<file path="config.mk">
export PLATFORM = sky130hd
export DESIGN_NAME = clock_24h_seven_segment_with_set_top
export DESIGN_NICKNAME = d
export VERILOG_FILES = /design/src/rtl/clk24_pkg.sv /design/src/rtl/clk24_seg.sv /design/src/rtl/clk24_time.sv /design/src/rtl/clock_24h_seven_segment_with_set_top.sv
export VERILOG_INCLUDE_DIRS = /design/src /design/src/rtl
export SDC_FILE = /design/constraint.sdc
export NUM_CORES = 1
export LEC_CHECK = 0
export ABC_CLOCK_PERIOD_IN_PS = 10200
export BUFFER_PORTS_ARGS = -buffer_cell sky130_fd_sc_hd__clkbuf_2
export CAP_MARGIN = 25
export CORE_MARGIN = 3
export CORE_UTILIZATION = 24
export CTS_BUF_LIST = sky130_fd_sc_hd__clkbuf_16
export DETAILED_ROUTE_END_ITERATION = 6
export SETUP_SLACK_MARGIN = 0.3
export SLEW_MARGIN = 0
export SYNTH_ARGS = -nofsm -noshare
export SYNTH_HDL_FRONTEND = slang
export SYNTH_SLANG_ARGS = --single-unit
</file>
<file path="constraint.sdc">
create_clock -name clk_i -period 10.2 [get_ports clk_i]
set_input_delay 2.04 -clock clk_i [delete_from_list [all_inputs] [get_ports clk_i]]
set_output_delay 2.04 -clock clk_i [all_outputs]
set_load 0.1 [all_outputs]
</file>
<file path="src/rtl/clock_24h_seven_segment_with_set_top_assert.svh">
// Assertion macros shared by clk24_time and the top module of the clock.
`ifndef CLOCK_24H_SEVEN_SEGMENT_WITH_SET_TOP_ASSERT_SVH
`define CLOCK_24H_SEVEN_SEGMENT_WITH_SET_TOP_ASSERT_SVH

// Checked on every rising edge of clk_i, masked while rst_ni is low.
`define CLK24_ASSERT(label, prop, msg) \
  label: assert property (@(posedge clk_i) disable iff (!rst_ni) (prop)) else $error(msg);

// Checked on every rising edge of clk_i, reset included.
`define CLK24_ASSERT_ALWAYS(label, prop, msg) \
  label: assert property (@(posedge clk_i) (prop)) else $error(msg);

`endif

</file>
<file path="src/rtl/clk24_pkg.sv">
// Shared types, constants and decode functions of the 24-hour clock.
package clk24_pkg;

  // Configuration register indexes.
  localparam logic [1:0] CfgTicksPerSecond = 2'd0;
  localparam logic [1:0] CfgTickReload     = 2'd1;
  localparam logic [1:0] CfgBlinkHalf      = 2'd2;

  // Configuration reset values.
  localparam logic [15:0] TicksPerSecondReset = 16'd1000;
  localparam logic [15:0] TickReloadReset     = 16'd30;
  localparam logic [7:0]  BlinkHalfReset      = 8'd10;

  // Field selection codes.
  localparam logic [1:0] FieldNone    = 2'd0;
  localparam logic [1:0] FieldMinutes = 2'd1;
  localparam logic [1:0] FieldHours   = 2'd2;

  localparam logic [5:0] SecondsPerMinute = 6'd60;
  localparam logic [5:0] MinutesPerHour   = 6'd60;
  localparam logic [4:0] HoursPerDay      = 5'd24;

  typedef struct packed {
    logic [15:0] ticks_per_second;
    logic [15:0] tick_reload;
    logic [7:0]  blink_half_period;
  } cfg_t;

  // Time and mode as seen by the display decoder.
  typedef struct packed {
    logic [5:0] minutes;
    logic [4:0] hours;
    logic       setting;
    logic [1:0] field;
    logic       blank;
  } view_t;

  typedef struct packed {
    logic [6:0] seg_minute_ones;
    logic [6:0] seg_minute_tens;
    logic [6:0] seg_hour_ones;
    logic [6:0] seg_hour_tens;
    logic       setting_active;
    logic [1:0] field_selected;
  } res_t;

  typedef struct packed {
    logic [2:0] tens;
    logic [3:0] ones;
  } dec_t;

  // Seven-segment pattern of one decimal digit; non-decimal codes are dark.
  function automatic logic [6:0] seg_of(logic [3:0] d);
    logic [6:0] s;
    unique case (d)
      4'd0:    s = 7'h3f;
      4'd1:    s = 7'h06;
      4'd2:    s = 7'h5b;
      4'd3:    s = 7'h4f;
      4'd4:    s = 7'h66;
      4'd5:    s = 7'h6d;
      4'd6:    s = 7'h7c;
      4'd7:    s = 7'h07;
      4'd8:    s = 7'h7f;
      4'd9:    s = 7'h67;
      default: s = 7'h00;
    endcase
    return s;
  endfunction

  // Splits a value below 64 into tens and ones digits.
  function automatic dec_t split_dec(logic [5:0] v);
    dec_t       r;
    logic [5:0] tens_x10;
    logic [5:0] diff;
    if (v >= 6'd60) begin
      r.tens = 3'd6;
    end else if (v >= 6'd50) begin
      r.tens = 3'd5;
    end else if (v >= 6'd40) begin
      r.tens = 3'd4;
    end else if (v >= 6'd30) begin
      r.tens = 3'd3;
    end else if (v >= 6'd20) begin
      r.tens = 3'd2;
    end else if (v >= 6'd10) begin
      r.tens = 3'd1;
    end else begin
      r.tens = 3'd0;
    end
    tens_x10 = {3'b000, r.tens} * 6'd10;
    diff = v - tens_x10;
    r.ones = diff[3:0];
    return r;
  endfunction

endpackage

</file>
<file path="src/rtl/clk24_seg.sv">
// Seven-segment decode of minutes and hours with blanking of the field being set.
module clk24_seg (
  input  clk24_pkg::view_t view_i,
  output clk24_pkg::res_t  res_o
);

  clk24_pkg::dec_t min_dec;
  clk24_pkg::dec_t hr_dec;
  logic            blank_min;
  logic            blank_hr;

  always_comb begin
    min_dec = clk24_pkg::split_dec(view_i.minutes);
    hr_dec  = clk24_pkg::split_dec({1'b0, view_i.hours});
    blank_min = view_i.blank && (view_i.field == clk24_pkg::FieldMinutes);
    blank_hr  = view_i.blank && (view_i.field == clk24_pkg::FieldHours);

    res_o.seg_minute_ones = blank_min ? 7'h00 : clk24_pkg::seg_of(min_dec.ones);
    res_o.seg_minute_tens = blank_min ? 7'h00 : clk24_pkg::seg_of({1'b0, min_dec.tens});
    res_o.seg_hour_ones   = blank_hr  ? 7'h00 : clk24_pkg::seg_of(hr_dec.ones);
    res_o.seg_hour_tens   = blank_hr  ? 7'h00 : clk24_pkg::seg_of({1'b0, hr_dec.tens});
    res_o.setting_active  = view_i.setting;
    res_o.field_selected  = view_i.setting ? view_i.field : clk24_pkg::FieldNone;
  end

endmodule

</file>
<file path="src/rtl/clk24_time.sv">
// Timekeeping, set mode, up-edge detection and blink phase state of the clock.
`include "clock_24h_seven_segment_with_set_top_assert.svh"

module clk24_time (
  input  logic             clk_i,
  input  logic             rst_ni,
  input  logic             accept_i,
  input  logic             tick_i,
  input  logic             select_press_i,
  input  logic             up_button_i,
  input  logic             enter_button_i,
  input  clk24_pkg::cfg_t  cfg_i,
  output clk24_pkg::view_t view_o
);

  logic [15:0] tick_count_q, tick_count_d;
  logic [5:0]  seconds_q, seconds_d;
  logic [5:0]  minutes_q, minutes_d;
  logic [4:0]  hours_q, hours_d;
  logic        set_q, set_d;
  logic [1:0]  field_q, field_d;
  logic [7:0]  blink_count_q, blink_count_d;
  logic        blink_off_q, blink_off_d;
  logic        up_seen_q;
  logic        blink_off_shown;
  logic [15:0] tick_inc;

  always_comb begin
    tick_count_d  = tick_count_q;
    seconds_d     = seconds_q;
    minutes_d     = minutes_q;
    hours_d       = hours_q;
    set_d         = set_q;
    field_d       = field_q;
    blink_count_d = blink_count_q;
    blink_off_d   = blink_off_q;
    tick_inc      = (tick_count_q != 16'hFFFF) ? tick_count_q + 16'd1 : tick_count_q;

    // The clock runs only when the beat starts outside set mode.
    if (!set_q && tick_i) begin
      tick_count_d = tick_inc;
      if (tick_inc >= cfg_i.ticks_per_second) begin
        tick_count_d = cfg_i.tick_reload;
        seconds_d = seconds_q + 6'd1;
        if (seconds_d >= clk24_pkg::SecondsPerMinute) begin
          seconds_d = 6'd0;
          minutes_d = minutes_q + 6'd1;
        end
        if (minutes_d >= clk24_pkg::MinutesPerHour) begin
          minutes_d = 6'd0;
          hours_d = hours_q + 5'd1;
        end
        if (hours_d >= clk24_pkg::HoursPerDay) begin
          hours_d = 5'd0;
        end
      end
    end

    if (enter_button_i) begin
      set_d = 1'b0;
    end

    if (select_press_i) begin
      if (!set_d) begin
        set_d         = 1'b1;
        blink_count_d = 8'd0;
        blink_off_d   = 1'b0;
      end
      field_d = (field_q == clk24_pkg::FieldMinutes) ? clk24_pkg::FieldHours
                                                     : clk24_pkg::FieldMinutes;
    end

    // Set-mode advance wraps without carrying into the next field.
    if (set_d && up_button_i && !up_seen_q) begin
      if (field_d == clk24_pkg::FieldMinutes) begin
        minutes_d = (minutes_d >= 6'd59) ? 6'd0 : minutes_d + 6'd1;
      end else if (field_d == clk24_pkg::FieldHours) begin
        hours_d = (hours_d >= 5'd23) ? 5'd0 : hours_d + 5'd1;
      end
    end

    // The display takes the blink phase before this beat advances it.
    blink_off_shown = blink_off_d;

    if (set_d) begin
      blink_count_d = blink_count_d + 8'd1;
      if (blink_count_d >= cfg_i.blink_half_period) begin
        blink_count_d = 8'd0;
        blink_off_d   = !blink_off_d;
      end
    end

    view_o.minutes = minutes_d;
    view_o.hours   = hours_d;
    view_o.setting = set_d;
    view_o.field   = field_d;
    view_o.blank   = set_d && blink_off_shown;
  end

  always_ff @(posedge clk_i or negedge rst_ni) begin
    if (!rst_ni) begin
      tick_count_q  <= 16'd0;
      seconds_q     <= 6'd0;
      minutes_q     <= 6'd0;
      hours_q       <= 5'd0;
      set_q         <= 1'b0;
      field_q       <= clk24_pkg::FieldNone;
      blink_count_q <= 8'd0;
      blink_off_q   <= 1'b0;
      up_seen_q     <= 1'b0;
    end else if (accept_i) begin
      tick_count_q  <= tick_count_d;
      seconds_q     <= seconds_d;
      minutes_q     <= minutes_d;
      hours_q       <= hours_d;
      set_q         <= set_d;
      field_q       <= field_d;
      blink_count_q <= blink_count_d;
      blink_off_q   <= blink_off_d;
      up_seen_q     <= up_button_i;
    end
  end

  `CLK24_ASSERT(a_seconds_range, seconds_q < clk24_pkg::SecondsPerMinute, "seconds out of range")
  `CLK24_ASSERT(a_minutes_range, minutes_q < clk24_pkg::MinutesPerHour, "minutes out of range")
  `CLK24_ASSERT(a_hours_range, hours_q < clk24_pkg::HoursPerDay, "hours out of range")
  `CLK24_ASSERT(a_set_has_field, set_q |-> (field_q != clk24_pkg::FieldNone), "no field in set mode")

endmodule

</file>
<file path="src/rtl/clock_24h_seven_segment_with_set_top.sv">
// An accepted beat's result is registered in the main output entry, or in the skid entry while the main one stalls.
// Throughput: one beat per cycle while in_stall_o is low; the state update is a single pass of counter logic.
// A two-entry output buffer lets one more beat in while a result waits under stall.
// Reset clears the time to 00:00:00, leaves set mode and restores register defaults.
`include "clock_24h_seven_segment_with_set_top_assert.svh"

module clock_24h_seven_segment_with_set_top (
  input  logic        clk_i,
  input  logic        rst_ni,
  input  logic        cfg_we_i,
  input  logic [1:0]  cfg_addr_i,
  input  logic [15:0] cfg_wdata_i,
  input  logic        in_valid_i,
  output logic        in_stall_o,
  input  logic        tick_i,
  input  logic        select_press_i,
  input  logic        up_button_i,
  input  logic        enter_button_i,
  output logic        out_valid_o,
  input  logic        out_stall_i,
  output logic [6:0]  seg_minute_ones_o,
  output logic [6:0]  seg_minute_tens_o,
  output logic [6:0]  seg_hour_ones_o,
  output logic [6:0]  seg_hour_tens_o,
  output logic        setting_active_o,
  output logic [1:0]  field_selected_o
);

  clk24_pkg::cfg_t  cfg_q;
  clk24_pkg::view_t view;
  clk24_pkg::res_t  res;
  clk24_pkg::res_t  main_q;
  clk24_pkg::res_t  skid_q;
  logic             main_valid_q;
  logic             skid_valid_q;
  logic             accept;
  logic             out_fire;

  assign accept   = in_valid_i && !skid_valid_q;
  assign out_fire = main_valid_q && !out_stall_i;

  always_ff @(posedge clk_i or negedge rst_ni) begin
    if (!rst_ni) begin
      cfg_q.ticks_per_second  <= clk24_pkg::TicksPerSecondReset;
      cfg_q.tick_reload       <= clk24_pkg::TickReloadReset;
      cfg_q.blink_half_period <= clk24_pkg::BlinkHalfReset;
    end else if (cfg_we_i) begin
      unique case (cfg_addr_i)
        clk24_pkg::CfgTicksPerSecond: cfg_q.ticks_per_second  <= cfg_wdata_i;
        clk24_pkg::CfgTickReload:     cfg_q.tick_reload       <= cfg_wdata_i;
        clk24_pkg::CfgBlinkHalf:      cfg_q.blink_half_period <= cfg_wdata_i[7:0];
        default: ;
      endcase
    end
  end

  clk24_time u_time (
    .clk_i          (clk_i),
    .rst_ni         (rst_ni),
    .accept_i       (accept),
    .tick_i         (tick_i),
    .select_press_i (select_press_i),
    .up_button_i    (up_button_i),
    .enter_button_i (enter_button_i),
    .cfg_i          (cfg_q),
    .view_o         (view)
  );

  clk24_seg u_seg (
    .view_i (view),
    .res_o  (res)
  );

  // The skid entry only fills when the main entry holds a stalled beat.
  always_ff @(posedge clk_i or negedge rst_ni) begin
    if (!rst_ni) begin
      main_valid_q <= 1'b0;
      skid_valid_q <= 1'b0;
    end else if (!main_valid_q || out_fire) begin
      if (skid_valid_q) begin
        main_valid_q <= 1'b1;
        skid_valid_q <= 1'b0;
      end else begin
        main_valid_q <= accept;
      end
    end else if (accept) begin
      skid_valid_q <= 1'b1;
    end
  end

  always_ff @(posedge clk_i) begin
    if (!main_valid_q || out_fire) begin
      if (skid_valid_q) begin
        main_q <= skid_q;
      end else if (accept) begin
        main_q <= res;
      end
    end else if (accept) begin
      skid_q <= res;
    end
  end

  assign in_stall_o        = skid_valid_q;
  assign out_valid_o       = main_valid_q;
  assign seg_minute_ones_o = main_q.seg_minute_ones;
  assign seg_minute_tens_o = main_q.seg_minute_tens;
  assign seg_hour_ones_o   = main_q.seg_hour_ones;
  assign seg_hour_tens_o   = main_q.seg_hour_tens;
  assign setting_active_o  = main_q.setting_active;
  assign field_selected_o  = main_q.field_selected;

  `CLK24_ASSERT_ALWAYS(a_skid_needs_main, skid_valid_q |-> main_valid_q, "skid entry full with main entry empty")
  `CLK24_ASSERT(a_stalled_accept_skids, (main_valid_q && out_stall_i && accept) |=> skid_valid_q, "beat accepted under stall was not buffered")
  `CLK24_ASSERT(a_field_zero_idle, (out_valid_o && !setting_active_o) |-> (field_selected_o == clk24_pkg::FieldNone), "field shown outside set mode")

endmodule

</file>
==> Word-level counts from Yosys, hierarchy flattened <==
Memories as Yosys holds them, arrays and structs flattened.
Cells that the tools add are included.
{ "word_totals": {"ff_bits": 150, "latch_bits": 0, "mem_bits_rw": 0, "mem_bits_ro": 336, "input_bits": 27, "output_inout_bits": 33, "wordCells": 148, "mem_count": 4} }
{ "memory_table": {"columns": ["memory", "words", "word_bits", "rd", "rd_clocked_by_memory_dff", "write_ports", "line", "source"], "rows": [
  ["(name not given)", 16, 7, 1, 0, 0, "clk24_pkg.sv:55", "unique case (d)"],
  ["(name not given)", 16, 7, 1, 0, 0, "clk24_pkg.sv:55", null],
  ["(name not given)", 8, 7, 1, 0, 0, "clk24_pkg.sv:55", null],
  ["(name not given)", 8, 7, 1, 0, 0, "clk24_pkg.sv:55", null]
]} }
{ "classes": {"addsub": 9, "multipliers": 2, "div": 0, "order_cmp": 19, "n_eq_ne": 6, "shifts": 0, "mux": 56, "bitwise": 1, "reduce_logical": 25} }
{ "ops": {"columns": ["operator", "n"], "rows": [
  ["$mux W31", 2],
  ["$mux W6", 10],
  ["$mux W5", 10],
  ["$ge A6 B6 Y1 const B", 6],
  ["$mux W16", 2],
  ["$mux W8", 4],
  ["$mux W3", 10],
  ["$mux W7", 4],
  ["$ge A5 B5 Y1 const B", 4],
  ["$add A6 B1 Y6 const B", 3],
  ["$ge A5 B6 Y1 const B", 3],
  ["$add A16 B1 Y16 const B", 1],
  ["$ge A16 B16 Y1", 1],
  ["$ne A16 B16 Y1 const B", 1],
  ["$ge A6 B5 Y1 const B", 2],
  ["$reduce_and A2 Y1", 6],
  ["$mux W1", 11],
  ["$add A5 B1 Y5 const B", 2],
  ["$add A8 B1 Y8 const B", 1],
  ["$ge A8 B8 Y1", 1],
  ["$logic_and A1 B1 Y1", 8],
  ["$sub A4 B4 Y4", 2],
  ["$eq A2 B1 Y1 const B", 3],
  ["$ge A6 B4 Y1 const B", 1],
  ["10 further kinds", 20]
]} }

==> Longest topological paths before layout <==
Gate-level depths: netlist (run 1).
An unclocked memory read counts as a cell.
{ "depth": {"depth_word": 31, "depth_mapped": 38, "mapped_depth_nobuf": 36} }

==> Cells and area by module <==
From an unflattened synthesis (run 1), not the netlist that was laid out.
{ "hier_totals": {"cells_unflattened": 877, "area_unflattened_um2": 9346.5} }
{ "by_module_without_submodules": {"columns": ["module", "n_inst", "cells_each", "area_per_inst_um2", "seq_area_each_um2"], "rows": [
  ["clk24_time", 1, 546, 4533.1, 1151.1],
  ["clock_24h_seven_segment_with_set_top", 1, 191, 3838.7, 2927.8],
  ["clk24_seg", 1, 140, 974.7, 0.0]
]} }

==> Worst setup path after synthesis (run 1) <==
Ideal clock, no wire load.
{ "synth_timing": {"kind": "reg2reg", "from": "register u_time.tick_count_q[3]", "to": "register main_q, in the netlist seg_minute_ones_o[5] (data pin)", "setup_ns": 0.268, "arrival_ns": 7.528, "required_ns": 9.932, "slack_ns": 2.404, "stages_incl_launch_ff": 38, "n_path_buf": 2, "synth_period_minus_slack_ns": 7.796, "path_cell_list": "dfrtp_1 and3_1 and3_1 and3_1 and3_1 and2_1 and4_1 nand3_1 inv_1 nor2_1 nand3_1 xnor2_1 ha_1 a21oi_1 nor3_1 or3_1 a211oi_4 or2_1 [2 not listed] or2_1 buf_4 nor3_1 or2_1 a21oi_1 a2bb2oi_1 a21oi_1 o22ai_1 a22o_1 fa_1 nor3b_1 mux2_1 nor3_2 nand2b_1 mux2_4 and2_1 nor3b_1 o31ai_1"} }
{ "synth_between": {"elab_chain_cells": 22, "elab_cells_between_ends": 29, "cone_classes": "add/sub (3); mul (1); order compare (8); eq/ne (1); mux (15); memory (1)"} }
{ "synth_lines": {"columns": ["item", "line", "source"], "rows": [
  ["start, declared", "clk24_time.sv:16", "logic [15:0] tick_count_q, tick_count_d;"],
  ["start signal, assigned", "clk24_time.sv:112", "tick_count_q <= tick_count_d;"],
  ["$add A16 B1 Y16 or $ne A16 B16 Y1 (tied branches)", "clk24_time.sv:37", "tick_inc = (tick_count_q != 16'hFFFF) ? tick_count_q + 16'd1 : tick_count_q;"],
  ["$mux W16 *", "clk24_time.sv:37", null],
  ["$ge A16 B16 Y1 *", "clk24_time.sv:42", "if (tick_inc >= cfg_i.ticks_per_second) begin"],
  ["$mux W6 *", "clk24_time.sv:42", null],
  ["$mux W6 *", "clk24_time.sv:40", "if (!set_q && tick_i) begin"],
  ["$add A6 B1 Y6 or $ge A6 B6 Y1 (tied branches)", "clk24_time.sv:76", "minutes_d = (minutes_d >= 6'd59) ? 6'd0 : minutes_d + 6'd1;"],
  ["$mux W6", "clk24_time.sv:76", null],
  ["$mux W6", "clk24_time.sv:75", "if (field_d == clk24_pkg::FieldMinutes) begin"],
  ["[6 not listed]", null, null],
  ["$mux W3", "clk24_pkg.sv:78", "end else if (v >= 6'd50) begin"],
  ["$mux W3", "clk24_pkg.sv:76", "if (v >= 6'd60) begin"],
  ["$mul A3 B3 Y3", "clk24_pkg.sv:91", "tens_x10 = {3'b000, r.tens} * 6'd10;"],
  ["$sub A4 B4 Y4 *", "clk24_pkg.sv:92", "diff = v - tens_x10;"],
  ["$mem_v2 Z16 W7 *", null, null],
  ["$mux W7 *", "clk24_seg.sv:18", "res_o.seg_minute_ones = blank_min ? 7'h00 : clk24_pkg::seg_of(min_dec.ones);"],
  ["$mux W31 *", "clock_24h_seven_segment_with_set_top.sv:95", "end else if (accept) begin"],
  ["$mux W31 *", "clock_24h_seven_segment_with_set_top.sv:93", "if (skid_valid_q) begin"],
  ["end signal, assigned", "clock_24h_seven_segment_with_set_top.sv:94", "main_q <= skid_q;"],
  ["end signal, assigned", "clock_24h_seven_segment_with_set_top.sv:96", "main_q <= res;"],
  ["end, declared", "clock_24h_seven_segment_with_set_top.sv:32", "clk24_pkg::res_t main_q;"]
]} }
Every way passes the cells marked *; elsewhere a longest branch is shown, timed or not. The select of a mux whose other input is x is not followed.
A chain may end at the register's enable or synchronous reset.

==> Worst setup path after layout (run 1) <==
Ends and elaborated chain as after synthesis.

==> summary by stage, run 1 <==
Synthesis
In this run the cell area of the synthesized design comes to between 9000 and 10000 um2. The complex-gate fraction of the synthesized area is 17.9%. The mux contribution to synthesized area is 8.32%.

The count of mapped cells out of synthesis is roughly 940. Counting distinct cell types in the post-synthesis netlist gives slightly below 90. The combinational family with the most area after synthesis is compound AO/OA/AOI/OAI gates. The simple-gate portion of the synthesized area is 17.1%. The fraction of the mapped netlist area in adder cells is 6.53%. The register bit count reported by yosys is 148.

Of the total synthesized cell area, the portion taken by XOR and XNOR cells is between 2 and 2.5%. The average instance area after synthesis is 9.82 um2. Summed over its instances, the top area cell type makes up 20.7% of the synthesized netlist area. When the netlist entered floorplanning its net count stood at 1007.

The proportion of register bits with asynchronous set or reset after synthesis is between 50% and 60%. The Yosys step of the flow raised 0 warnings. The number of synthesized flops with an enable pin is 60. After synthesis, flip-flops and latches occupy around 44% of the total area. Summed over all instances, the cell type with the most area after synthesis is sky130_fd_sc_hd__dfrtp_1. In the post-synthesis netlist, the biggest area contributors are sky130_fd_sc_hd__dfrtp_1 21%, sky130_fd_sc_hd__edfxtp_1 20%, sky130_fd_sc_hd__ha_1 5.9%, sky130_fd_sc_hd__mux2_2 5.3%, sky130_fd_sc_hd__nand2_1 5.1%. Among all flip-flop cells after synthesis, the most frequent one is sky130_fd_sc_hd__dfrtp_1.

Global route
Across every metal layer, demand over resource in global routing totals 10.3%. The first global-routing pass estimated 35.0 mm of wire. The maximum number of pins on one net before global-route repair is 59. The total congestion overflow after global routing is 0. The number of antenna violations at the first check in global routing is 0. The number of global-route vias before repair is a little under 7000.

CTS
For the worst-skew pair, the clock arrives at the later sink with an insertion delay of 0.43 ns. Once the clock tree was built, the setup fixing pass inserted 0 buffers. The H-tree was split into 4 levels. For this design, the sink count on the clock tree is 148. TritonCTS built the clock tree. The clock-pin slew on the worst setup and hold paths is ~0.060 ns.

The clock root buffer is sky130_fd_sc_hd__clkbuf_16. In this run the deepest clock path goes through 2 buffers. Clock tree synthesis inserted a total of 17 buffers.

STA
The worst pin sits at a relative slew slack of 39.4%. Setup repair after global routing left no endpoint under its margin. The final count of pins violating max slew came to 0.

The total setup violations reported at the end of the flow is 0. The total count of hold-check failures in the final report is 0. The sum of negative setup slack is 0 ns. The final cycle utilization of the critical path is 88.9%. Static timing analysis puts the maximum clock frequency at 110 MHz. The transition time of the tightest slew-check pin is 0.907 ns. The final worst clock skew is between 0.008 and 0.009 ns.

The post-layout minimum cycle time is roughly 9.1 ns.

Power and ir drop
The worst ir drop on vdd is 0.141 mV. The final total power is 3.61 mW. Dividing total power by cell area gives a power density of 339 nW/um2. The leakage power of the design is 4.30 nW.

Worst hold path
The startpoint identified for the worst hold timing path is u_time.blink_count_q[0]. The min-delay analysis places its worst path in the category reg -> reg.

Routing
The number of DRC violations after detailed routing is 0. Dividing the detail-routed via count by the number of cells gives approximately 4.6. The wire length after detailed routing is 20.7 mm.

The final route contains 6959 vias. The first detailed-routing pass ran for 5 iterations. The number of DRC violations after detailed-routing iteration 0 is 556. In this run the remaining antenna-violating nets after routing total 0. After detailed routing, the average wire length per cell comes to approximately 14 um.

Die
The number of rows created at floorplan is 71. The total area inside the core boundary comes to about 38000 um2. The initial utilization of the core area, before any placement, comes to 24.4%.

The die extent in y is 202 um. The area enclosed by the die boundary is between 40000 and 50000 um2. The boundary pin count is 60. The overall die width is between 200 and 250 um.

Setup path
The highest fanout seen on the critical path is 17. The critical path startpoint category is a flop. The required arrival time at the worst endpoint is slightly above 10 ns. The critical path start-end classification is reg -> reg. The endpoint type of the worst setup path is a flop. The startpoint identified for the worst register-to-register timing path is u_time.tick_count_q[3]. The highest cell delay on the worst timing path is 0.55 ns. The critical path launch point is u_time.tick_count_q[3].

The slowest cell on the critical path is sky130_fd_sc_hd__a211oi_4. Among the stages of the critical path, the cell type that occurs most often is sky130_fd_sc_hd__and3_1. STA puts the critical path data arrival time at slightly above 9 ns.

Place
In this run the tool buffered the top-level ports with 59 buffer cells. The routability congestion estimate is 0.857. The total half-perimeter wirelength after legalization and detailed placement is 14.9 mm.

Layout
The area of the multi-input gates is 4810 um2. The most common library cell in the layout ignoring fill and taps is sky130_fd_sc_hd__nand2_1. The count of antenna diodes in the layout is 0. Counting the fill cells in the layout gives 4009. The proportion of layout cells with a drive suffix above 1 is 19.2%. The number of nets in the layout is about 1100. The library cells used most frequently in the layout, excluding fill and tap cells, are 125 x sky130_fd_sc_hd__nand2_1, 76 x sky130_fd_sc_hd__dfrtp_1, 62 x sky130_fd_sc_hd__nor2_1. The register area is ~4000 um2.

The signed area change from the synthesized netlist to the final layout is 16.1%.

Run status
The run finished with clean final reports.

Job
The count of maximum capacitance violations is 0.
[registers in the layout, summed over array words and instances (netlist names)]
name / flops
setting_active_o: 1
in_stall_o: 1
seg_hour_tens_o: 6
out_valid_o: 1
field_selected_o: 2
seg_minute_tens_o: 7
u_time.field_q: 2
u_time.set_q: 1
u_time.hours_q: 5
u_time.blink_off_q: 1
cfg_q: 40
u_time.blink_count_q: 8
seg_hour_ones_o: 7
skid_q: 30
seg_minute_ones_o: 7
u_time.up_seen_q: 1
u_time.seconds_q: 6
u_time.minutes_q: 6
u_time.tick_count_q: 16
[cells in the mapped netlist, types with 11 or more instances]
| cell | n |
|---|---|
| sky130_fd_sc_hd__a21oi_1 | 46 |
| sky130_fd_sc_hd__a31oi_1 | 11 |
| sky130_fd_sc_hd__and2_1 | 13 |
| sky130_fd_sc_hd__and3_1 | 12 |
| sky130_fd_sc_hd__clkbuf_1 | 29 |
| sky130_fd_sc_hd__dfrtp_1 | 76 |
| sky130_fd_sc_hd__dfstp_2 | 12 |
| sky130_fd_sc_hd__edfxtp_1 | 60 |
| sky130_fd_sc_hd__ha_1 | 43 |
| sky130_fd_sc_hd__inv_1 | 44 |
| sky130_fd_sc_hd__mux2_2 | 43 |
| sky130_fd_sc_hd__mux2i_1 | 21 |
| sky130_fd_sc_hd__nand2_1 | 125 |
| sky130_fd_sc_hd__nand2b_1 | 21 |
| sky130_fd_sc_hd__nand3_1 | 22 |
| sky130_fd_sc_hd__nor2_1 | 63 |
| sky130_fd_sc_hd__nor2b_1 | 12 |
| sky130_fd_sc_hd__nor3_1 | 13 |
| sky130_fd_sc_hd__o21ai_0 | 58 |
| sky130_fd_sc_hd__o21ai_1 | 17 |
| sky130_fd_sc_hd__o31ai_1 | 15 |
| sky130_fd_sc_hd__xnor2_1 | 15 |
| sky130_fd_sc_hd__xor2_1 | 11 |
[repair_timing]
item | 4_1_cts | 5_1_grt
endpoints found under the setup margin | 0 | 10
hold buffers | 0 | 0
resized for setup | 0 | 1
[worst paths after layout]
| path | endpoint | slack, ns | cells after the start |
|---|---|---|---|
| max | seg_minute_ones_o[5] | 1.13 | 35 |
| min | u_time.blink_count_q[0] | 0.47 | 2 |
| max reg2reg | seg_minute_ones_o[5] | 1.13 | 35 |
| min reg2reg | u_time.blink_count_q[0] | 0.47 | 2 |
| max in group asynchronous | u_time.tick_count_q[15] | 7.55 | 2 |
| min in group asynchronous | cfg_q[0] | 1.54 | 1 |
[through the flow]
step | util, % | worst slack, ns | hold WS, ns | cells | cell area, um2
finish | 28.3 | 1.13 | 0.468 | 1504 | 10700
global route | 28.3 | 0.436 | 0.508 | 1504 | 10700
CTS | 28.2 | 0.944 | 0.469 | 1502 | 10600
detailed placement | 26.6 | 0.986 | 0.453 | 1470 | 10000
global placement | 26.6 | 1.30 | 0.449 | 1470 | 10000
floorplan | - | 2.40 | 0.437 | 935 | 9180
[worst max-delay path: cells and delay by family, from the launching register on]
kind | cells | cell delay, ns
fa+ha+maj | 2 | 0.74
mux | 2 | 0.64
flops | 1 | 0.43
simple gates | 19 | 4.53
compound gates | 10 | 2.08
buf+inv | 1 | 0.13
xor+xnor | 1 | 0.22
[routing by layer]
layer  global-route usage (%)  vias to the layer above  share of wire (%)
met2                     16.1                      144                 45
met3                     2.39                       16                3.8
met4                     2.17                        0               0.67
li1                         -                     3482                  -
met5                        0                        -                  0
met1                     14.6                     3317                 51
[power breakdown]
part	leakage, nW	internal, mW	switching, mW
combinational	2.36	0.674	1.23
clock	0.310	0.431	0.252
sequential	1.62	0.899	0.125
[kinds of logic after synthesis]
family,after synthesis
and+or+nand+nor,322
adders and majority gates,47
DFF,148
AOI/OAI and AO/OA,234
xor gates and xnor gates,26
buffers and inverters,89
muxes,69
[layout make-up]
type / instances / area share, %
clock inverter: 15 / 1.99
multi-input combinational: 698 / 45.1
clock buffer: 17 / 3.99
sequential: 148 / 37.7
timing repair buffer: 69 / 3.60
inverter: 46 / 1.62
tap: 511 / 5.99
Note: power is estimated with default switching activity, not from simulation.
==> inputs of run 2 (changes only) <==
--- a/config.mk
+++ b/config.mk
@@ -9,7 +9,7 @@
 export ABC_CLOCK_PERIOD_IN_PS = 10200
 export BUFFER_PORTS_ARGS = -buffer_cell sky130_fd_sc_hd__clkbuf_2
 export CAP_MARGIN = 25
-export CORE_MARGIN = 3
+export CORE_ASPECT_RATIO = 1.25
 export CORE_UTILIZATION = 24
 export CTS_BUF_LIST = sky130_fd_sc_hd__clkbuf_16
 export DETAILED_ROUTE_END_ITERATION = 6
==> run 2 against run 1 <==
Combinational power is essentially flat; clock-buffer cell count unchanged; first-iteration DRC count fell by 12%; clock power is 8.0% lower; sequential power is essentially flat; power decreased by 1.8%; sequential share of layout area grew 0.33 points; highest routed layer unchanged; die area decreased by 3.9%; register-to-register slack got worse by 0.04 ns; global-route usage increased by 0.54 points; non-clock buffer count fell by 1; routed wire length shrank 1.5%.
==> summary by stage, run 2 (synthesis gave the netlist of run 1 again) <==
CTS
The clock-pin slew on the worst setup and hold paths is 0.06 ns (about the same). The clock root buffer is sky130_fd_sc_hd__clkbuf_16 (unchanged). The count of H-tree levels built during CTS is 4 (unchanged).

The number of clock buffers inserted by TritonCTS is 17 (unchanged). The number of buffers added to fix hold violations after cts is 0 (unchanged). The total clock sinks is 148 (unchanged).

The TritonCTS clock tree is yes (unchanged). The number of buffers between clock root and the deepest sink is 2 (unchanged). The worst-skew pair later-pin latency is 0.43 ns (about the same). The setup fix buffers added after clock tree synthesis came to 0 (unchanged).

STA
The remaining max-slew budget at the tightest pin is 32.8% (was 39.4%). The total setup violations reported at the end of the flow is 0 (unchanged). The final cycle utilization of the critical path is 89.3% (was 88.9%). The final count of pins violating max slew came to 0 (unchanged). The transition time of the tightest slew-check pin is 1.01 ns (was 0.907 ns). The final worst clock skew is 0.0106 ns (was 0.00840 ns). The total count of hold-check failures in the final report came to 0 (unchanged).

The sum of negative setup slack is 0 ns (unchanged). The peak clock frequency supported by timing came to 110 MHz (about the same). Unrepaired setup endpoints after global routing: false (unchanged). The setup slack after layout is 1.09 ns (was 1.13 ns).

The post-layout minimum cycle time is 9.11 ns (was 9.07 ns).

Layout
The signed area change from the synthesized netlist to the final layout is 15.1% (was 16.1%). The fill cell total of the finished layout is 3948 (was 4009). The count of antenna diodes in the layout is 0 (unchanged). The proportion of layout cells with a drive suffix above 1 is 19.3% (was 19.2%). The number of flip-flops under the largest register name is 40 (unchanged). The most common library cell in the layout ignoring fill and taps is sky130_fd_sc_hd__nand2_1 (unchanged). The fraction of the core area covered by cells at the end of the flow was 28.2% (was 28.3%). Regs by FF count: cfg_q x40, skid_q x30, u_time.tick_count_q x16 (unchanged). The number of nets in the layout was 1051 (was 1052). Most used cells in the layout excluding fill and tap cells: 125 x sky130_fd_sc_hd__nand2_1, 76 x sky130_fd_sc_hd__dfrtp_1, 62 x sky130_fd_sc_hd__nor2_1 (unchanged). The post-layout instance count excluding filler cells is 1478 (was 1504).

The largest register by flop count was cfg_q (unchanged).

Worst hold path
The type of the most critical hold path is reg -> reg (unchanged).

Setup path
The highest cell delay on the worst timing path is 0.51 ns (was 0.55 ns). The cell repeated most along the worst path is sky130_fd_sc_hd__and3_1 (unchanged). The slack of the worst reg-to-reg path came to 1.09 ns (was 1.13 ns). The required arrival time at the worst endpoint is 10.36 ns (about the same). The slowest cell on the critical path is sky130_fd_sc_hd__a211oi_4 (unchanged). The highest fanout seen on the critical path is 12 (was 17). The endpoint type of the worst setup path was a flop (unchanged). The critical path startpoint category is a flop (unchanged).

The data arrival time at the worst-slack endpoint came to 9.27 ns (was 9.23 ns). The critical path start-end classification was reg -> reg (unchanged).

Routing
The number of DRC violations after detailed routing is 0 (unchanged). The wire length after detailed routing came to 20.4 mm (was 20.7 mm). The detail-routed via count per cell is 4.72 (was 4.63). The count of antenna-violating nets left after detailed routing came to 0 (unchanged). The first-pass detailed-route iteration total came to 5 (unchanged).

The number of DRC violations after detailed-routing iteration 0 is 489 (was 556). The average wire per cell in the routed design is 13.8 um (about the same). The number of vias in the routed layout came to 6978 (was 6959).

Global route
The number of global-route vias before repair was 6828 (was 6833). The total congestion overflow after global routing came to 0 (unchanged). The maximum number of pins on one net before global-route repair is 63 (was 59).

The wire length of the first global-routing pass came to 34.1 mm (was 35.0 mm). The overall routing resource usage is 10.8% (was 10.3%). The number of antenna violations at the first check in global routing is 0 (unchanged).

Place
The cell total after placement is 1445 (was 1470). The worst slack at placement is 1.02 ns (was 0.986 ns). The total half-perimeter wirelength after legalization and detailed placement is 14.6 mm (was 14.9 mm).

The number of input and output port buffers inserted is 59 (unchanged). The routability congestion estimate is 0.858 (was 0.857).

Die
The starting density of the core is 24.5% (was 24.4%). The die extent in y is 221 um (was 202 um). The overall die width is 177 um (was 202 um). The number of rows created at floorplan is 79 (was 71). The boundary pin count is 60 (unchanged). The area enclosed by the die boundary is 39100 um2 (was 40600 um2). The floorplan core area came to 37500 um2 (was 37700 um2).

Power and ir drop
The power density relative to cell area was 335 nW/um2 (was 339 nW/um2). The leakage power of the design is 4.26 nW (was 4.30 nW). The logic gate share of total power is 53.5% (was 52.7%). The switching fraction of total power is 45.5% (was 44.5%). The final total power is 3.55 mW (was 3.61 mW). The design internal power is 1.93 mW (was 2.00 mW). The worst ir drop on vdd was 0.140 mV (was 0.141 mV). The clock network power share is 17.7% (was 18.9%).

The switching power of the nets came to 1.61 mW (about the same). The part of the power in registers is 28.8% (was 28.4%).

Job
The count of maximum capacitance violations is 0 (unchanged).

Run status
Result of the run: completed (unchanged).
run 2: through the flow:
stage	hold slack (ns)	area, um2
2_1_floorplan	0.437	9180
3_3_place_gp	0.450	9980
3_5_place_dp	0.469	9980
4_1_cts	0.483	10600
5_1_grt	0.517	10600
6_report	0.472	10600
run 2: power by group through the flow:
stage / Sequential, mW / Combinational [mW] / Clock [mW]
final: 1.02 / 1.90 / 0.629
after detailed placement: 1.03 / 1.89 / 0
after floorplan: 1.34 / 1.25 / 0
after CTS: 1.02 / 1.91 / 0.647
after global routing: 1.05 / 2.11 / 0.674
after global placement: 1.03 / 1.85 / 0
run 2: repair_timing:
item	in CTS	in global routing
gates resized for setup	0	1
endpoints found under the hold margin	0	0
setup endpoints to repair	0	14
run 2: layer usage:
layer	share of wire (%)	global-route usage, %	routed length [um]	up-vias
met2	48	18.4	9850	140
li1	-	-	-	3484
met3	3.1	2.08	627	28
met4	1.5	3.45	301	0
met1	47	13.8	9610	3326
met5	0	0	0	-
run 2: critical path, delay by kind of cell (launching register included):
family,cells,cell delay (ns)
compound gates,7,2.03
xor+xnor,1,0.23
fa+ha+maj,3,0.70
buf+inv,2,0.23
flops,1,0.44
mux,3,1.26
simple gates,19,3.94
run 2: path summary, 6_finish.rpt:
path                                                 to  cells after the start                     from
worst max-delay path               seg_minute_ones_o[6]                     35   u_time.tick_count_q[3]
max in group asynchronous           u_time.seconds_q[4]                      2                   rst_ni
worst min register to register  u_time.blink_count_q[0]                      2  u_time.blink_count_q[0]
min in group asynchronous                     cfg_q[24]                      1                   rst_ni
worst min-delay path            u_time.blink_count_q[0]                      2  u_time.blink_count_q[0]
worst max register to register     seg_minute_ones_o[6]                     35   u_time.tick_count_q[3]
run 2: area by class of cell:
| class | instances | area, um2 | share of cell area (%) |
|---|---|---|---|
| clock buffer | 17 | 425 | 4.02 |
| clock inverter | 15 | 159 | 1.50 |
| inverter | 46 | 173 | 1.63 |
| multi-input combinational | 698 | 4820 | 45.6 |
| sequential | 148 | 4020 | 38.0 |
| tap | 486 | 608 | 5.75 |
| timing repair buffer | 68 | 369 | 3.49 |
==> inputs of run 3 (changes only) <==
--- a/config.mk
+++ b/config.mk
@@ -13,6 +13,7 @@
 export CORE_UTILIZATION = 24
 export CTS_BUF_LIST = sky130_fd_sc_hd__clkbuf_16
 export DETAILED_ROUTE_END_ITERATION = 6
+export RECOVER_POWER = 25
 export SETUP_SLACK_MARGIN = 0.3
 export SLEW_MARGIN = 0
 export SYNTH_ARGS = -nofsm -noshare
==> run 3 against run 2 <==
The flow now finishes with violations (max-capacitance violations, max-slew violations); clock skew barely moved; cell count did not move; via count grew 0.21%; largest power group unchanged; critical path type unchanged; sequential power about the same; combinational power about the same; global-route usage unchanged; flip-flop and latch count stayed put.
==> summary by stage, run 3 (synthesis gave the netlist of run 1 again) <==
Setup path
The number of cell instances on the worst register-to-register path is 35 (unchanged). The required arrival time at the worst endpoint is 10.36 ns (about the same). The highest fanout seen on the critical path is 12 (unchanged). The highest cell delay on the worst timing path is 0.51 ns (about the same). The cell repeated most along the worst path is sky130_fd_sc_hd__and3_1 (unchanged). The critical path start-end classification is reg -> reg (unchanged). The slowest cell on the critical path is sky130_fd_sc_hd__a211oi_4 (unchanged). The endpoint type of the worst setup path is a flop (unchanged).

The data arrival time at the worst-slack endpoint is 9.29 ns (was 9.27 ns). The critical path startpoint category is a flop (unchanged).

Die
The floorplan core area is 37500 um2 (unchanged). The die extent in y is 221 um (unchanged). The boundary pin count is 60 (unchanged).

The number of rows created at floorplan is 79 (unchanged). The starting density of the core is 24.5% (unchanged). The area enclosed by the die boundary is 39100 um2 (unchanged).

The overall die width is 177 um (unchanged).

Power and ir drop
The worst ir drop on vdd is 0.140 mV (about the same). The power density relative to cell area is 336 nW/um2 (was 335 nW/um2). The leakage power of the design is 4.21 nW (was 4.26 nW).

The final total power is 3.55 mW (about the same).

CTS
The number of buffers between clock root and the deepest sink came to 2 (unchanged). The TritonCTS clock tree is yes (unchanged). The total clock sinks is 148 (unchanged). The worst-skew pair later-pin latency is 0.43 ns (about the same). The count of H-tree levels built during CTS is 4 (unchanged). The clock-pin slew on the worst setup and hold paths is 0.06 ns (about the same). The setup fix buffers added after clock tree synthesis is 0 (unchanged). The clock root buffer is sky130_fd_sc_hd__clkbuf_16 (unchanged). The number of clock buffers inserted by TritonCTS is 17 (unchanged).

Global route
The overall routing resource usage was 10.8% (unchanged). The wire length of the first global-routing pass is 34.1 mm (unchanged). The total congestion overflow after global routing is 0 (unchanged). The number of global-route vias before repair is 6828 (unchanged).

The maximum number of pins on one net before global-route repair is 63 (unchanged). The number of antenna violations at the first check in global routing is 0 (unchanged).

Layout
Most used cells in the layout excluding fill and tap cells: 125 x sky130_fd_sc_hd__nand2_1, 76 x sky130_fd_sc_hd__dfrtp_1, 62 x sky130_fd_sc_hd__nor2_1 (unchanged). The proportion of layout cells with a drive suffix above 1 was 17.9% (was 19.3%). The number of flip-flops under the largest register name is 40 (unchanged). The largest register by flop count was cfg_q (unchanged). The most common library cell in the layout ignoring fill and taps is sky130_fd_sc_hd__nand2_1 (unchanged). The count of antenna diodes in the layout was 0 (unchanged). The signed area change from the synthesized netlist to the final layout is 14.7% (was 15.1%). The number of nets in the layout is 1051 (unchanged). Regs by FF count: cfg_q x40, skid_q x30, u_time.tick_count_q x16 (unchanged).

Routing
The number of DRC violations after detailed routing is 0 (unchanged). The average wire per cell in the routed design came to 13.8 um (about the same). The number of vias in the routed layout came to 6993 (was 6978). The number of DRC violations after detailed-routing iteration 0 is 482 (was 489).

The count of antenna-violating nets left after detailed routing is 0 (unchanged). The first-pass detailed-route iteration total was 5 (unchanged). The detail-routed via count per cell came to 4.73 (was 4.72). The wire length after detailed routing is 20.4 mm (about the same).

Place
The routability congestion estimate is 0.858 (unchanged). The number of input and output port buffers inserted came to 59 (unchanged). The total half-perimeter wirelength after legalization and detailed placement was 14.6 mm (unchanged).

Worst hold path
The cell depth of the worst min-delay path is 2 (unchanged). The type of the most critical hold path was reg -> reg (unchanged).

STA
The final count of pins violating max slew is 94 (was 0). The remaining max-slew budget at the tightest pin is -135% (was 32.8%). The total setup violations reported at the end of the flow is 0 (unchanged). The post-layout minimum cycle time came to 9.12 ns (was 9.11 ns). The peak clock frequency supported by timing was 110 MHz (about the same). The transition time of the tightest slew-check pin is 3.52 ns (was 1.01 ns).

The worst hold slack is 0.472 ns (unchanged). The final worst clock skew is 0.0107 ns (was 0.0106 ns). The sum of negative setup slack is 0 ns (unchanged).

The final cycle utilization of the critical path came to 89.4% (was 89.3%). Unrepaired setup endpoints after global routing: false (unchanged). The total count of hold-check failures in the final report is 0 (unchanged).

Job
The count of maximum capacitance violations is 2 (was 0).

Run status
The checks that failed: max-capacitance violations, max-slew violations. Result of the run: finished with violations (was completed).
run 3: cell count changes in the layout (fill, tap and decap cells not counted), sizes merged:
cell    delta
clkbuf     +6
buf        -6
run 3: timing repair:
item                                    4_1_cts  5_1_grt
resized for setup                             0        1
hold buffers                                  0        0
endpoints found under the setup margin        0       14
run 3: routing by layer:
layer	up-vias	part of all wire, %	track usage (%)
met1	3332	47	13.8
met4	0	1.5	3.45
met5	-	0	0
li1	3483	-	-
met3	27	3.1	2.08
met2	151	48	18.4
run 3: cell type report:
cell class	instances	area, um2
repair buffers	68	339
well taps	486	608
clock buffers	17	425
multi-input cells	698	4810
flip-flops and latches	148	4020
clock inverters	15	159
fillers	3955	26900
inverters	46	173
run 3: final timing paths:
path,from,end,slack [ns]
setup / recovery,u_time.tick_count_q[3],seg_minute_ones_o[6],1.08
hold / removal,u_time.blink_count_q[0],u_time.blink_count_q[0],0.47
setup reg to reg,u_time.tick_count_q[3],seg_minute_ones_o[6],1.08
hold reg to reg,u_time.blink_count_q[0],u_time.blink_count_q[0],0.47
max in group asynchronous,rst_ni,u_time.seconds_q[4],4.25
min in group asynchronous,rst_ni,cfg_q[24],1.96
run 3: through the flow:
| step | instances | area [um2] | worst slack [ns] | utilization [%] |
|---|---|---|---|---|
| after floorplan | 935 | 9180 | 2.40 | - |
| after global placement | 1445 | 9980 | 1.30 | 26.6 |
| after detailed placement | 1445 | 9980 | 1.02 | 26.6 |
| after CTS | 1477 | 10600 | 0.978 | 28.2 |
| after global routing | 1478 | 10500 | 0.300 | 28.1 |
| final | 1478 | 10500 | 1.08 | 28.1 |
run 3: critical path, delay by kind of cell (launching register included):
kind	cells	cell delay, ns
AOI/OAI and AO/OA	7	2.05
xor gates and xnor gates	1	0.23
adders and majority gates	3	0.70
buffers and inverters	2	0.23
DFF	1	0.44
muxes	3	1.26
and+or+nand+nor	19	3.94
run 3: report_power, final:
group / total [mW] / switching, mW / internal (mW)
Sequential: 1.02 / 0.122 / 0.900
Combinational: 1.90 / 1.22 / 0.671
Clock: 0.629 / 0.267 / 0.362
